`src/hdl/assert_macros.svh`:
```
// ----------------------------------------------------------------------------
// Assertion macros
// Shared concurrent assertion helpers; define ASSERT_OFF to compile them out.
// ----------------------------------------------------------------------------
`ifndef ASSERT_MACROS_SVH
`define ASSERT_MACROS_SVH
`ifndef ASSERT_OFF
`define SFS_ASSERT(lbl, clk, rst_n, prop, msg) \
  lbl: assert property (@(posedge clk) disable iff (!rst_n) prop) else $error(msg);
`define SFS_ASSERT_ALWAYS(lbl, clk, prop, msg) \
  lbl: assert property (@(posedge clk) prop) else $error(msg);
`else
`define SFS_ASSERT(lbl, clk, rst_n, prop, msg)
`define SFS_ASSERT_ALWAYS(lbl, clk, prop, msg)
`endif
`endif

```
`src/hdl/sfs_pkg.sv`:
```
// ----------------------------------------------------------------------------
// sfs_pkg
// Types, codes and helper functions of the stiff string step core.
// ----------------------------------------------------------------------------
package sfs_pkg;

  localparam int MAX_POINTS_DEF = 256;

  localparam logic [1:0] CMD_STEP = 2'd0;
  localparam logic [1:0] CMD_ADD  = 2'd1;
  localparam logic [1:0] CMD_READ = 2'd2;

  localparam logic [3:0] REG_B0   = 4'd0;
  localparam logic [3:0] REG_BSS  = 4'd1;
  localparam logic [3:0] REG_B1   = 4'd2;
  localparam logic [3:0] REG_B2   = 4'd3;
  localparam logic [3:0] REG_C0   = 4'd4;
  localparam logic [3:0] REG_C1   = 4'd5;
  localparam logic [3:0] REG_GRID = 4'd6;
  localparam logic [3:0] REG_PICK = 4'd7;

  typedef struct packed {
    logic [1:0]         cmd;
    logic [7:0]         point_index;
    logic signed [31:0] add_value;
  } sfs_in_t;

  typedef struct packed {
    logic signed [31:0] displacement;
    logic               saturated;
  } sfs_out_t;

  typedef struct packed {
    logic [3:0]  index;
    logic [31:0] data;
  } sfs_cfg_t;

  typedef struct packed {
    logic valid;
    logic clear;
  } sfs_mac_ctl_t;

  typedef enum logic [3:0] {
    S_CLR, S_IDLE, S_STEP, S_PICK, S_PICKW,
    S_ADD0, S_ADD1, S_ADD2, S_RD, S_RDW, S_EMIT
  } sfs_state_t;

  // Bank holding level (rotation + offset) mod 3.
  function automatic logic [1:0] bank_of(input logic [1:0] rot, input logic [1:0] off);
    logic [2:0] s;
    s = {1'b0, rot} + {1'b0, off};
    return (s >= 3'd3) ? 2'(s - 3'd3) : s[1:0];
  endfunction

  // Grid offset of term k, biased by two.
  function automatic logic [2:0] term_pos(input logic [2:0] k);
    logic [2:0] p;
    case (k)
      3'd0: p = 3'd2;
      3'd1: p = 3'd1;
      3'd2: p = 3'd3;
      3'd3: p = 3'd0;
      3'd4: p = 3'd4;
      3'd5: p = 3'd2;
      3'd6: p = 3'd1;
      default: p = 3'd3;
    endcase
    return p;
  endfunction

  // Saturates to 32 bits; bit 32 of the result is the saturation flag.
  function automatic logic [32:0] sat32(input logic signed [40:0] x);
    logic [32:0] r;
    if (x > 41'sh0_7FFF_FFFF) r = {1'b1, 32'h7FFF_FFFF};
    else if (x < -41'sh0_8000_0000) r = {1'b1, 32'h8000_0000};
    else r = {1'b0, x[31:0]};
    return r;
  endfunction

endpackage

```
`src/hdl/sfs_mac.sv`:
```
// ----------------------------------------------------------------------------
// sfs_mac
// Shared multiply-accumulate unit with rounding and saturation to Q8.24.
// ----------------------------------------------------------------------------
module sfs_mac
  import sfs_pkg::*;
(
  input  logic               clk,
  input  logic               rst_n,
  input  sfs_mac_ctl_t       ctl,
  input  logic signed [31:0] coef,
  input  logic signed [31:0] sample,
  output logic [31:0]        result,
  output logic               sat
);

  logic signed [63:0] prod_r;
  logic               pv_r;
  logic signed [63:0] acc_r;
  logic signed [63:0] rnd;
  logic [32:0]        s;

  always_ff @(posedge clk) begin
    prod_r <= coef * sample;
  end

  always_ff @(posedge clk) begin
    if (!rst_n) begin
      pv_r  <= 1'b0;
      acc_r <= '0;
    end else begin
      pv_r <= ctl.valid;
      if (ctl.clear) begin
        acc_r <= '0;
      end else if (pv_r) begin
        acc_r <= acc_r + (prod_r >>> 4);
      end
    end
  end

  assign rnd    = acc_r + 64'sh80_0000;
  assign s      = sat32({rnd[63], rnd[63:24]});
  assign result = s[31:0];
  assign sat    = s[32];

endmodule

```
`config.mk`:
```
export PLATFORM = sky130hd
export DESIGN_NAME = sfs_mac
export DESIGN_NICKNAME = d
export VERILOG_FILES = /design/src/hdl/assert_macros.svh /design/src/hdl/sfs_pkg.sv /design/src/hdl/sfs_mac.sv
export SDC_FILE = /design/constraint.sdc
export NUM_CORES = 2
export LEC_CHECK = 0
export ABC_AREA = 1
export BUFFER_PORTS_ARGS = -buffer_cell sky130_fd_sc_hd__buf_2
export CAP_MARGIN = 5
export CORE_ASPECT_RATIO = 0.8
export CORE_MARGIN = 2
export CORE_UTILIZATION = 60
export CTS_CLUSTER_SIZE = 20
export DETAILED_ROUTE_END_ITERATION = 12
export GPL_TIMING_DRIVEN = 0
export PLACE_DENSITY = 0.8
export RECOVER_POWER = 25
export SLEW_MARGIN = 10
export SYNTH_ARGS = -nofsm -noshare
export SYNTH_HDL_FRONTEND = slang
export SYNTH_SLANG_ARGS = --single-unit
```
`constraint.sdc`:
```
create_clock -name clk -period 9.6 [get_ports clk]
set_input_delay 0.96 -clock clk [delete_from_list [all_inputs] [get_ports clk]]
set_output_delay 0.96 -clock clk [all_outputs]
set_load 0.05 [all_outputs]
```
# == Word-level counts from Yosys, hierarchy flattened ==
# Index checks and enable logic that the tools add are counted.
# classes
addsub,2
n_mul,1
order_cmp,2
muxes,2
n_bitwise,1
reduce_logical,1
# ops
cell,count
$mux 33,2
$add 64x25->64 const B,1
$add 64x60->64,1
$mul 32x32->64,1
$gt 40x32->1 const B,1
$lt 40x32->1 const B,1
$reduce_or 2->1,1
$not 1->1,1
# word_totals
register_bits,129
inputBits,68
output_inout_bits,33
elab_cells,12

# == Logic depth before layout (Yosys ltp) ==
# depth
ltp_word,4
depth_mapped,31
mapped_depth_nobuf,30

# == Worst setup path after synthesis ==
# Ideal clock, no wire load.
# synth_path
path_type,in2reg
from,in coef[31]
to,reg prod_r[63]
setup_ns,0.113
t_arrival_ns,7.677
required_ns,9.487
slack_ns,1.810
cell_stages,26
path_cell_list,clkbuf_1 -> nand2_1 -> fa_1 -> fa_1 -> inv_1 -> fa_1 -> fa_1 -> inv_1 -> fa_1 -> inv_1 -> fa_1 -> inv_1 -> fa_1 -> inv_1 -> fa_1 -> ha_1 -> nand2_1 -> inv_1 -> a21boi_0 -> nor2_1 -> nor3_1 -> o21ai_0 -> a21oi_1 -> nand2_1 -> nand2_1 -> nand2_1
# synth_via
elab_chain_cells,1
# synth_lines
item,line,source
start: declaration,sfs_mac.sv:11,"input logic signed [31:0] coef,"
$mul 32x32->64,sfs_mac.sv:24,prod_r <= coef * sample;
end signal: assignment,sfs_mac.sv:24,
end: declaration,sfs_mac.sv:17,logic signed [63:0] prod_r;
# Every way passes these cells.
# A chain may end at the register's enable or synchronous reset.

# == Worst setup path after layout ==
# layout_path
from,in coef[28]
to,reg prod_r[60]
# Same word-level chain as after synthesis.

==> impl_metrics.toml <==
[run_status]
outcome = "finished with violations"
violations = "capacitance limit"

[setup_path]
path_common_cell = "fa_1"
crit_type = "in -> reg"
crit_path_cell_trace = "buf_2, clkbuf_1, nand2_1, inv_1, fa_1, inv_1, fa_1, fa_1, fa_1, inv_1, fa_1, fa_1, fa_1, fa_1, ha_1, nand2_1, nor2_1, inv_1, nor2_1, inv_1, o21ai_0, a21oi_1, nand3_1, nand2_1"
rr_worst_depth = 12
reg2reg_to = "acc_r[55]$_SDFFE_PP0P_"
reg2reg_slack_ns = 5.42
worstSetupEndpointType = "register"
start_kind = "input port"
cp_max_fo = 10
cpPeakStageDelay_ns = 1.09
rr_startpoint = "acc_r[32]$_SDFFE_PP0P_"
path_buf_inv = 7
crit_required_ns = 9.96
crit_family = "adder cells"
crit_arrival_ns = 9.91
critPathSlowestCell = "clkbuf_1"

[yosys]
yosys_register_bits = 125
synth_top_family_by_area = "adder cells"
synthAdderAreaFrac_pct = 51.5
synth_area_leaders = "fa_1, inv_1, nand2_1, ha_1, dfxtp_1"
synth-simple-area-share_pct = 20.2
yosysTopAreaCell = "fa_1"
synth_nets = 7941
synth_area_per_cell_um2 = 7.35
yosysUniqueCellTypes = 42
synth-compound-area-share_pct = 4.31
synth_cells = 6545
synth_commonest_cells = "inv_1, nand2_1, fa_1"
ys.flop_type = "dfxtp_1"
synth_xor_area_share_pct = 2.22
synth_top_area_share_pct = 45.1
synth_edf_count = 0
synthMuxAreaShare_pct = 0
ys_warn_count = 0
yosysMostFrequentCell = "inv_1"
mappedNetlistArea_um2 = 48100
async_flop_share_pct = 0
ys_seq_area_share_pct = 5.20

[sta]
slew_violations = 0
rsz0062_at_grt = "false"
setup_viol = 0
clock.fmax_mhz = 105
finalCriticalPeriod_ns = 9.55
slew_headroom_pct = 0.247
finalHoldViolCount = 0
tightest_slew_ns = 1.48
skew_ns = 0.0154
finalCritPeriodShare_pct = 99.5
setup_ws_ns = 0.0459

[routing]
first_pass_iters = 12
via_count = 44831
wl_per_cell_um = 26.1
wl_um = 201000
viasPerCell = 5.81
final_antenna_net_count = 0
drc = 0
drt-initial-drc-count = 6607

[cts]
clock-root-buffer = "clkbuf_16"
cts_buffers = 25
cts_tree = "built"
clock_latency_ns = 0.50
clk_pin_slew_ns = 0.05
cts.sinks = 125
cts-resized-gates = 1
post_cts_buffers = 0
htree_levels = 4
hold_buffers = 0
ctsLongestPathBuffers = 3

[finish]
final_nets = 8066
fill_cells = 7073
drive_gt1_share_pct = 2.50
area_growth_pct = 5.28

[placement]
place_congestion = 1.11
io_buffers = 100
dp_slack_ns = -0.681
place_hpwl_um = 171000

[hold_path]
hold_class = "reg -> reg"
whs_endpoint = "acc_r[0]$_SDFFE_PP0P_"
worst_hold_startpoint = "acc_r[0]$_SDFFE_PP0P_"
hold_depth = 2

[global_route]
first_global_vias = 44730
grt_max_degree = 23
globalRoute.totalOverflow = 0
antenna_found_initial = 9
grtUsageTotal_pct = 49.9
grt_pass1_wl_um = 291000

[floorplanning]
coreArea_um2 = 79100
start_util_pct = 60.8
rows = 92
ios = 101
fp.dieH_um = 257
dieArea_um2 = 82400
dieWidth_um = 321

[run]
cap_violations = 1
worst min-delay path, delay by kind of cell (launching register included):
kind	cells	cell delay [ns]
and+or+nand+nor	1	0.06
AOI/OAI and AO/OA	1	0.05
DFF	1	0.31
per-layer routing:
layer,part of all wire (%),up-vias,GRT usage [%]
met4,6.2,15,23.8
met5,0.29,-,4.33
met2,35,3656,60.5
li1,-,18829,-
met1,38,21560,67.8
met3,21,771,31.3
cell families after synthesis:
kind of cell    Yosys count
simple gates           2460
buf+inv                2120
fa+ha+maj              1328
compound gates          390
flops                   125
xor+xnor                122
stage by stage:
stage	hold slack (ns)	std cells	instance area, um2	TNS, ns	utilization, %
6_report	0.471	7716	50600	0	64.0
5_1_grt	0.488	7711	50600	0	64.0
4_1_cts	0.471	7712	50600	0	64.0
3_5_place_dp	0.463	7679	49900	-4.66	63.1
3_3_place_gp	0.455	7679	49900	-3.01	63.1
2_1_floorplan	0.445	6545	48100	0	-
sequential cells by signal (all words and copies together), names as in the netlist:
signal  flops
acc_r      64
prod_r     60
pv_r        1
layout make-up:
class                   count  area [um2]  share of cell area (%)
diodes                      6        15.0                  0.0297
plain buffers             216         847                    1.67
clock buffers              31         688                    1.36
clock inverters             2        35.0                  0.0692
inverters                1902        7140                    14.1
multi-input cells        4300       37600                    74.3
flip-flops and latches    125        2500                    4.94
well taps                1034        1290                    2.56
repair buffers            100         499                   0.986
how the worst max path moves through the flow:
stage,cells after the start,startpoint,end,slack [ns]
6_report,24,coef[28],prod_r[60]$_DFF_P_,0.05
4_1_cts,23,coef[31],prod_r[55]$_DFF_P_,0.13
5_1_grt,27,sample[18],prod_r[63]$_DFF_P_,0.05
3_5_place_dp,23,coef[31],prod_r[55]$_DFF_P_,-0.68
3_3_place_gp,23,coef[31],prod_r[55]$_DFF_P_,-0.56
2_1_floorplan,26,coef[31],prod_r[63]$_DFF_P_,1.81
cells in the final DEF (no fill, tap or decap), types with 25 or more instances in the layout:
cell | synthesis | layout
nand3_1 | 154 | 154
clkbuf_1 | 209 | 209
clkbuf_16 | 0 | 25
fa_1 | 1083 | 1081
ha_1 | 245 | 245
o21ai_0 | 135 | 135
nand4_1 | 36 | 36
o21bai_1 | 27 | 27
nand2_1 | 1787 | 1787
dfxtp_1 | 125 | 125
a21oi_1 | 202 | 202
buf_2 | 0 | 99
nor2_1 | 405 | 405
nor3_1 | 36 | 34
inv_1 | 1899 | 1899
xor2_1 | 102 | 102
Power is left out: the tool's default activity adds up to more than one toggle a clock period on the data nets, which glitch-free logic cannot reach.
